===== src/design/binned_score_histogram_top_assert.svh =====
// ----------------------------------------------------------------------------
// Binned score histogram assertion macros
// Concurrent checks clocked on i_clk and held off while i_rst_n is low.
// ----------------------------------------------------------------------------
`ifndef BINNED_SCORE_HISTOGRAM_TOP_ASSERT_SVH
`define BINNED_SCORE_HISTOGRAM_TOP_ASSERT_SVH

`ifndef ASSERT_OFF
// same-cycle implication
`define BSH_ASSERT_IMP(label, ante, cons) \
    label: assert property (@(posedge i_clk) disable iff (!i_rst_n) (ante) |-> (cons)) \
        else $error("bsh assertion failed");
// next-cycle implication
`define BSH_ASSERT_NEXT(label, ante, cons) \
    label: assert property (@(posedge i_clk) disable iff (!i_rst_n) (ante) |=> (cons)) \
        else $error("bsh assertion failed");
`else
`define BSH_ASSERT_IMP(label, ante, cons)
`define BSH_ASSERT_NEXT(label, ante, cons)
`endif

`endif


===== src/design/bsh_pkg.sv =====
// ----------------------------------------------------------------------------
// bsh_pkg
// Bin edges, sizes, codes and shared types of the binned score histogram.
// ----------------------------------------------------------------------------
package bsh_pkg;

    localparam int CENT_BINS  = 8;
    localparam int PT_BINS    = 13;
    localparam int SCORE_BINS = 200;
    localparam int SCORE_ROW  = SCORE_BINS + 2;
    localparam int N_COUNTERS = CENT_BINS * PT_BINS * SCORE_ROW;

    localparam int ADDR_W  = $clog2(N_COUNTERS);
    localparam int ROW_W   = $clog2(CENT_BINS * PT_BINS + 3);
    localparam int CENT_W  = 3;
    localparam int PT_W    = 4;
    localparam int SBIN_W  = 8;
    localparam int COUNT_W = 32;
    localparam int LIM_W   = 15;
    localparam int MOM_W   = 16;
    localparam int VAL_W   = 16;

    localparam logic [LIM_W-1:0] RAP_LIMIT_RESET = LIM_W'(4096);

    // centrality: lower edge inclusive
    localparam logic [7:0] CENT_EDGE [0:CENT_BINS] =
        '{8'd0, 8'd10, 8'd20, 8'd40, 8'd60, 8'd80, 8'd100, 8'd160, 8'd200};
    // momentum in 10 MeV: upper edge inclusive
    localparam logic [MOM_W-1:0] PT_EDGE [0:PT_BINS] =
        '{16'd20, 16'd40, 16'd60, 16'd80, 16'd100, 16'd140, 16'd180,
          16'd220, 16'd280, 16'd360, 16'd460, 16'd600, 16'd700, 16'd850};

    // score in 1/1000 over [-1, 1)
    localparam int SCORE_LO    = -1000;
    localparam int SCORE_HI    = 1000;
    localparam int SCORE_SPAN  = SCORE_HI - SCORE_LO;
    localparam int SCORE_STEP  = SCORE_SPAN / SCORE_BINS;
    localparam int OFF_W       = $clog2(SCORE_SPAN);
    localparam int SCORE_SHIFT = 19;
    localparam int SCORE_RECIP = ((1 << SCORE_SHIFT) + SCORE_STEP - 1) / SCORE_STEP;
    localparam int RECIP_W     = $clog2(SCORE_RECIP + 1);

    typedef enum logic [1:0] {
        DROP_NONE = 2'd0,
        DROP_CENT = 2'd1,
        DROP_PT   = 2'd2,
        DROP_RAP  = 2'd3
    } t_drop;

    typedef enum logic {
        FUNC_FILL = 1'b0,
        FUNC_READ = 1'b1
    } t_func;

    typedef enum logic {
        ST_CLEAR = 1'b0,
        ST_RUN   = 1'b1
    } t_bsh_state;

    // classified request handed from the binning logic to the pipeline
    typedef struct packed {
        logic              is_read;
        logic              in_range;  // read selection inside the bank
        logic              counted;   // fill that adds one
        logic              hit;       // needs a counter read
        t_drop             reason;
        logic [CENT_W-1:0] cent_bin;
        logic [PT_W-1:0]   pt_bin;
        logic [SBIN_W-1:0] score_bin;
    } t_bsh_cls;

endpackage


===== src/design/bsh_classify.sv =====
// ----------------------------------------------------------------------------
// bsh_classify
// Bin search and drop decision for one request, parallel comparators.
// ----------------------------------------------------------------------------
module bsh_classify
    import bsh_pkg::*;
(
    input  logic                    i_func,
    input  logic [7:0]              i_centrality,
    input  logic [MOM_W-1:0]        i_momentum,
    input  logic signed [VAL_W-1:0] i_rapidity,
    input  logic signed [VAL_W-1:0] i_score,
    input  logic [CENT_W-1:0]       i_sel_cent_bin,
    input  logic [PT_W-1:0]         i_sel_pt_bin,
    input  logic [SBIN_W-1:0]       i_sel_score_bin,
    input  logic [LIM_W-1:0]        i_rap_limit,
    output t_bsh_cls                o_cls
);

    localparam logic signed [VAL_W:0] SCORE_LO_S = (VAL_W + 1)'(SCORE_LO);
    localparam logic signed [VAL_W:0] SCORE_HI_S = (VAL_W + 1)'(SCORE_HI);
    localparam int PROD_W = OFF_W + RECIP_W;

    logic [CENT_W-1:0]       cent_bin;
    logic [PT_W-1:0]         pt_bin;
    logic signed [VAL_W:0]   score_ext;
    logic signed [VAL_W:0]   score_off;
    logic [PROD_W-1:0]       score_prod;
    logic [SBIN_W-1:0]       score_bin;
    logic signed [VAL_W:0]   rap_ext;
    logic signed [VAL_W:0]   lim_ext;
    logic                    rap_out;
    logic                    cent_out;
    logic                    pt_out;

    always_comb begin
        cent_bin = '0;
        for (int k = 1; k < CENT_BINS; k++) begin
            if (i_centrality >= CENT_EDGE[k]) begin
                cent_bin = CENT_W'(k);
            end
        end
        pt_bin = '0;
        for (int k = 1; k < PT_BINS; k++) begin
            if (i_momentum > PT_EDGE[k]) begin
                pt_bin = PT_W'(k);
            end
        end
    end

    // floor(offset / step) through a reciprocal multiply
    assign score_ext  = {i_score[VAL_W-1], i_score};
    assign score_off  = score_ext - SCORE_LO_S;
    assign score_prod = PROD_W'(score_off[OFF_W-1:0]) * PROD_W'(SCORE_RECIP);

    always_comb begin
        if (score_ext < SCORE_LO_S) begin
            score_bin = '0;
        end else if (score_ext >= SCORE_HI_S) begin
            score_bin = SBIN_W'(SCORE_BINS + 1);
        end else begin
            score_bin = score_prod[SCORE_SHIFT +: SBIN_W] + SBIN_W'(1);
        end
    end

    assign rap_ext  = {i_rapidity[VAL_W-1], i_rapidity};
    assign lim_ext  = {2'b00, i_rap_limit};
    assign rap_out  = (rap_ext > lim_ext) || (rap_ext < -lim_ext);
    assign cent_out = i_centrality >= CENT_EDGE[CENT_BINS];
    assign pt_out   = (i_momentum < PT_EDGE[0]) || (i_momentum > PT_EDGE[PT_BINS]);

    always_comb begin
        o_cls          = '0;
        o_cls.is_read  = (i_func == FUNC_READ);
        o_cls.in_range = (i_sel_cent_bin < CENT_BINS) && (i_sel_pt_bin < PT_BINS)
                       && (i_sel_score_bin < SCORE_ROW);
        if (i_func == FUNC_READ) begin
            o_cls.cent_bin  = i_sel_cent_bin;
            o_cls.pt_bin    = i_sel_pt_bin;
            o_cls.score_bin = i_sel_score_bin;
            o_cls.hit       = o_cls.in_range;
        end else begin
            o_cls.score_bin = score_bin;
            if (cent_out) begin
                o_cls.reason = DROP_CENT;
            end else if (pt_out) begin
                o_cls.reason   = DROP_PT;
                o_cls.cent_bin = cent_bin;
            end else if (rap_out) begin
                o_cls.reason   = DROP_RAP;
                o_cls.cent_bin = cent_bin;
                o_cls.pt_bin   = pt_bin;
            end else begin
                o_cls.cent_bin = cent_bin;
                o_cls.pt_bin   = pt_bin;
                o_cls.counted  = 1'b1;
                o_cls.hit      = 1'b1;
            end
        end
    end

endmodule


===== config.mk =====
export PLATFORM = sky130hd
export DESIGN_NAME = bsh_classify
export DESIGN_NICKNAME = d
export VERILOG_FILES = /design/src/design/binned_score_histogram_top_assert.svh /design/src/design/bsh_pkg.sv /design/src/design/bsh_classify.sv
export SDC_FILE = /design/constraint.sdc
export NUM_CORES = 1
export LEC_CHECK = 0
export ABC_AREA = 1
export BUFFER_PORTS_ARGS = -buffer_cell sky130_fd_sc_hd__buf_2
export CORE_MARGIN = 3
export CORE_UTILIZATION = 56
export DETAILED_ROUTE_END_ITERATION = 10
export GPL_TIMING_DRIVEN = 0
export PLACE_DENSITY = 0.81
export SLEW_MARGIN = 5
export SYNTH_ARGS = -nofsm -noshare
export SYNTH_HDL_FRONTEND = slang
export SYNTH_SLANG_ARGS = --single-unit

===== constraint.sdc =====
create_clock -name vclk -period 8.2
set_input_delay 1.23 -clock vclk [all_inputs]
set_output_delay 1.23 -clock vclk [all_outputs]
set_load 0.02 [all_outputs]

Word-level counts from Yosys, hierarchy flattened
Index checks and enable logic that the tools add are counted.
{ "totals": {"regBits": 0} }
{ "op_classes": {"reduce_logical": 3, "mul": 1, "muxes": 33, "add_sub_neg": 3, "n_lt_le_gt_ge": 28} }
{ "op_table": {"columns": ["op", "count"], "rows": [
  ["$gt A16 B10 Y1 const B", 3],
  ["$gt A16 B8 Y1 const B", 3],
  ["$gt A16 B9 Y1 const B", 3],
  ["$mux W4", 12],
  ["$gt A16 B6 Y1 const B", 2],
  ["$gt A16 B7 Y1 const B", 2],
  ["$mul A11 B16 Y27 const B", 1],
  ["$lt A16 B17 Y1", 1],
  ["$neg A15 Y17", 1],
  ["$ge A16 B11 Y1 const B", 1],
  ["$ge A8 B6 Y1 const B", 2],
  ["$ge A8 B7 Y1 const B", 2],
  ["$ge A8 B8 Y1 const B", 2],
  ["$gt A16 B16 Y1", 1],
  ["$lt A16 B11 Y1 const B", 1],
  ["$lt A16 B5 Y1 const B", 1],
  ["$mux W2", 8],
  ["$mux W8", 2],
  ["$mux W15", 1],
  ["$mux W3", 4],
  ["$sub A11 B11 Y11 const B", 1],
  ["$add A8 B1 Y8 const B", 1],
  ["$ge A8 B4 Y1 const B", 1],
  ["$ge A8 B5 Y1 const B", 1],
  ["other kinds (7)", 11]
]} }

Depth between registers and ports, before layout
Gate-level depths: netlist of the first run.
{ "logic_depth": {"word_depth": 16, "mapped_depth": 33} }

Worst setup path after synthesis of the first run
Ideal clock, no wire load.
{ "synth_path": {"path_kind": "input-to-output", "startpoint": "input i_score[5]", "endpoint": "output o_cls[2] in the netlist's numbering", "arrival_time_ns": 6.384, "path_slack_ns": 0.586, "stages": 28, "cell_sequence": "nor2_1 > nand2_1 > a21oi_1 > nand3_1 > xor2_1 > ha_1 > inv_1 > fa_1 > fa_1 > inv_1 > fa_1 > inv_1 > fa_1 > inv_1 > ha_1 > nand2_1 > nor2_1 > nand2_1 > inv_1 > nand2_1 > nand2_1 > nand2_1 > nand2_1 > inv_1 > ha_1 > nand2_1 > inv_1 > o31ai_1"} }
{ "synth_lines": {"columns": ["element", "line", "text"], "rows": [
  ["start: declaration", "bsh_classify.sv:12", "input logic signed [VAL_W-1:0] i_score,"],
  ["end: declaration", "bsh_classify.sv:17", "output t_bsh_cls o_cls"]
]} }

==> metrics.csv, run 1 <==
stage;metric;value;unit
synthesis;yosysUniqueCellTypes;42;
sta;fin_setup_tns;0;ns
synthesis;synth_cells;880;
die;die_y;104;µm
synthesis;netlist.area_leader.share;0.244;
power_and_ir_drop;power_density;307;nW/µm²
flow_run;maxCapViolations;0;
sta;report.final.slew_viol_count;0;
worst_setup_path;crit_path_frequent_cell;nand2_1;
worst_setup_path;max_stage_delay;0.56;ns
sta;relSlewSlack;0.596;
die;rows;35;
cells_and_area;nClkBuffers;0;
sta;fmax;127;MHz
grt;grt_overflow_total;0;
synthesis;yosys.area.top_type;ha_1;
synthesis;syn_avg_cell_area;6.13;µm²
min_path;min_path_type;in -> out;
synthesis;syn_nets;1110;
drt;wl_per_cell;12.3;µm
synthesis;yosysMostFrequentCell;nand2_1;
worst_setup_path;critPathMaxFanout;4;
sta;setup_violations;0;
drt;ant_nets;0;
drt;via_count;5655;
drt;drc;0;
sta;worst_pin_slew;0.599;ns
cells_and_area;multiInputGateArea;4630;µm²
grt;grt_pass1_wl;23.5;mm
place;preCtsSetupSlack;0.112;ns
synthesis;seq_area_frac_synth;0;
sta;timing.hold.ws;2.68;ns
synthesis;synth_area_leaders;ha_1, nand2_1, inv_1;
grt;grt_usage;0.248;
place;gp_congestion;0.980;
die;start_util;0.581;
cells_and_area;layout.nets;1216;
sta;final_hold_viol_count;0;
place;hpwl;12.3;mm
die;ioPinCount;108;
power_and_ir_drop;vdd_drop_max;0.247;mV
cells_and_area;fin_cells;1113;
synthesis;synth-warning-count;0;
cells_and_area;flops_and_latches;0;
sta;fin_crit_sh;0.960;
power_and_ir_drop;leakage;3.68;nW
cts;cts_setup_buffers;0;
place;dp_cells;1113;
power_and_ir_drop;p_total;0.00188;W
synthesis;netlist_area;5390;µm²
outcome;status;completed;
drt;drt_iter0_drc;227;
worst_setup_path;end_kind;output port;
cells_and_area;seq_area;0;µm²
worst_setup_path;critPathKind;in -> out;
worst_setup_path;start_kind;input port;
worst_setup_path;cp.required;6.97;ns
grt;antenna_found_initial;0;
die;die_w;104;µm
drt;first_pass_iters;5;
drt;wl;13.7;mm
grt;grt_max_degree;11;
synthesis;ys_top_cells_by_count;nand2_1, inv_1, ha_1;
cells_and_area;diodes;0;
die;fp.coreArea;9280;µm²
worst_setup_path;crit_slowest_cell;fa_1;
sta;postLayoutSetupSlackWorst;0.329;ns
grt;grt_pass1_vias;5379;
drt;post_drt_via_cell_ratio;5.08;
worst_setup_path;arrival;6.64;ns
cells_and_area;fillers;929;
place;port_buffers;104;
cells_and_area;drive_gt1_frac;0.148;
cells_and_area;area_growth;13.6;%
sta;period_needed;7.87;ns
die;dieArea;10800;µm²
[worst paths after layout]
| check | start | endpoint | slack (ns) | depth (start not counted) |
|---|---|---|---|---|
| max | i_score[5] | o_cls[6] | 0.33 | 34 |
| min | i_func | o_cls[20] | 2.68 | 2 |
[per-stage QoR]
stage,util,area (µm²)
after floorplan,-,5390
after global placement,0.654,6070
after detailed placement,0.654,6070
after CTS,0.654,6070
after global routing,0.659,6120
final,0.659,6120
[power breakdown]
part           total (W)  switching [W]  internal [W]
Clock                  0              0             0
Combinational    0.00188        0.00121      0.000668
Sequential             0              0             0
[routing by layer]
metal	share of wire	track usage	vias to the layer above
met5	0	0	-
met4	0.020	0.0427	0
met3	0.049	0.0112	27
met2	0.45	0.425	168
met1	0.48	0.352	2478
li1	-	-	2982
[cells in the final DEF (no fill, tap or decap), drive strengths merged, types with 2 or more instances in the layout]
master,netlist,layout
a21oi,41,41
nand3b,3,3
a211oi,2,2
fa,38,38
o211ai,3,3
o21ai,34,34
nand3,46,46
nand4,14,14
ha,105,105
o21bai,2,2
nor2,86,86
clkbuf,2,2
inv,210,210
buf,3,107
a22o,2,2
and3,2,2
a31oi,4,4
a21boi,3,3
o31ai,5,5
nor3,15,15
nand2,227,227
xor2,20,20
nor4,2,2
[timing repair]
action,in CTS,in global routing
resized for setup,0,13
hold buffers,0,0
setup endpoints to repair,0,7
[worst max-delay path, delay by kind of cell]
kind                     cells  cell delay [ns]
XOR/XNOR                     1             0.25
adder cells (fa/ha/maj)      7             2.87
AO/OA/AOI/OAI                1             0.17
AND/OR/NAND/NOR             16             1.41
buffers and inverters        9             0.70
[cell type report]
cell class                      count  share of cell area
Inverter                          210               0.129
Multi-Input combinational cell    665               0.756
Timing Repair Buffer              104              0.0850
Buffer                              5             0.00409
Tap cell                          129              0.0264
[kinds of logic after synthesis]
family          Yosys count  synth area share
compound gates          105             0.114
simple gates            396             0.316
fa+ha+maj               143             0.385
xor+xnor                 21            0.0341
buf+inv                 215             0.151
(Power assumes the default switching activity.)
==> inputs of run 2 (changes only) <==
==> constraint.sdc (replaced) <==
create_clock -name vclk -period 8.2
set_input_delay 0.41 -clock vclk [all_inputs]
set_output_delay 0.41 -clock vclk [all_outputs]
set_load 0.02 [all_outputs]
==> metrics.csv, run 2 (synthesis results as in run 1) <==
stage;metric;value;unit
outcome;status;completed;
power_and_ir_drop;leakage;3.68;nW
grt;grt_max_degree;11;
worst_setup_path;crit_end;o_cls[2];
worst_setup_path;max_stage_delay;0.56;ns
die;start_util;0.581;
cells_and_area;drive_gt1_frac;0.136;
die;fp.coreArea;9280;µm²
die;die_w;104;µm
drt;via_count;5636;
cells_and_area;flops_and_latches;0;
die;rows;35;
grt;grt_pass1_vias;5379;
cells_and_area;diodes;0;
die;dieArea;10800;µm²
cells_and_area;area_growth;12.7;%
sta;period_needed;6.42;ns
drt;drc;0;
place;gp_congestion;0.980;
die;die_y;104;µm
sta;fin_crit_sh;0.783;
place;port_buffers;104;
min_path;min_path_type;in -> out;
power_and_ir_drop;internal_power;0.000659;W
cells_and_area;fillers;941;
worst_setup_path;critPathLaunch;i_score[5];
power_and_ir_drop;netSwitchingPower;0.00119;W
power_and_ir_drop;p_clk_frac;0;
drt;first_pass_iters;5;
flow_run;maxCapViolations;0;
power_and_ir_drop;pwr-share-seq;0;
die;ioPinCount;108;
sta;relSlewSlack;0.612;
sta;report.final.slew_viol_count;0;
worst_setup_path;critPathMaxFanout;4;
worst_setup_path;critPathKind;in -> out;
worst_setup_path;cp.required;7.79;ns
sta;fin_setup_tns;0;ns
worst_setup_path;start_kind;input port;
worst_setup_path;arrival;6.01;ns
grt;grt_overflow_total;0;
cells_and_area;seq_area;0;µm²
drt;wl_per_cell;12.2;µm
cts;cts_resized;0;
drt;drt_iter0_drc;259;
drt;post_drt_via_cell_ratio;5.06;
worst_setup_path;crit_slowest_cell;fa_1;
grt;grt_pass1_wl;23.5;mm
drt;ant_nets;0;
sta;final_hold_viol_count;0;
power_and_ir_drop;power_density;304;nW/µm²
cts;cts_setup_buffers;0;
power_and_ir_drop;vdd_drop_max;0.276;mV
cells_and_area;final_cell_mix;nand2_1, inv_1, buf_2;
sta;worst_pin_slew;0.575;ns
worst_setup_path;end_kind;output port;
place;hpwl;12.3;mm
cts;cts.hold.buffers_added;0;
worst_setup_path;crit_path_frequent_cell;nand2_1;
cells_and_area;final_common_cell;nand2_1;
cells_and_area;final_core_util;0.654;
sta;fmax;156;MHz
cells_and_area;nClkBuffers;0;
sta;setup_violations;0;
drt;wl;13.6;mm
power_and_ir_drop;comb_power_share;1.000;
sta;grt_setup_unrepaired;false;
grt;grt_usage;0.248;
cells_and_area;layout.nets;1216;
power_and_ir_drop;switching_share;0.643;
grt;antenna_found_initial;0;
-- run 2: layout make-up --
| cell class | instances | area [µm²] | area share |
|---|---|---|---|
| multi-input cells | 665 | 4580 | 0.754 |
| inverters | 210 | 788 | 0.130 |
| repair buffers | 104 | 520 | 0.0857 |
| well taps | 129 | 161 | 0.0266 |
| plain buffers | 5 | 25.0 | 0.00412 |
-- run 2: worst max-delay path, delay by kind of cell --
kind	cells	cell delay, ns
AOI/OAI and AO/OA	2	0.44
xor gates and xnor gates	1	0.30
adders and majority gates	7	2.90
buffers and inverters	9	0.78
and+or+nand+nor	11	1.16
-- run 2: worst min-delay path by stage --
stage / from / endpoint / slack [ns] / cells after the start
finish: i_func / o_cls[20] / 1.04 / 2
floorplan: i_func / o_cls[20] / 0.93 / 1
global route: i_func / o_cls[20] / 1.05 / 2
global placement: i_func / o_cls[20] / 1.04 / 2
detailed placement: i_func / o_cls[20] / 1.04 / 2
CTS: i_func / o_cls[20] / 1.04 / 2
-- run 2: through the flow --
| step | hold slack (ns) | cells | total power (W) | worst slack (ns) | area (µm²) |
|---|---|---|---|---|---|
| floorplan | 0.933 | 880 | 0.00143 | 2.23 | 5390 |
| global placement | 1.04 | 1113 | 0.00181 | 1.89 | 6070 |
| detailed placement | 1.04 | 1113 | 0.00183 | 1.75 | 6070 |
| CTS | 1.04 | 1113 | 0.00185 | 1.75 | 6070 |
| global route | 1.05 | 1113 | 0.00216 | 1.30 | 6070 |
| finish | 1.04 | 1113 | 0.00185 | 1.78 | 6070 |
-- run 2: per-layer routing --
layer | up-vias | track usage | share of wire
met5 | - | 0 | 0
met2 | 155 | 0.425 | 0.45
met1 | 2471 | 0.352 | 0.48
li1 | 2985 | - | -
met4 | 0 | 0.0427 | 0.020
met3 | 25 | 0.0112 | 0.044
-- run 2: power groups by stage --
stage | combinational (W) | sequential (W) | clock (W)
finish | 0.00185 | 0 | 0
global route | 0.00216 | 0 | 0
global placement | 0.00181 | 0 | 0
floorplan | 0.00143 | 0 | 0
detailed placement | 0.00183 | 0 | 0
CTS | 0.00185 | 0 | 0
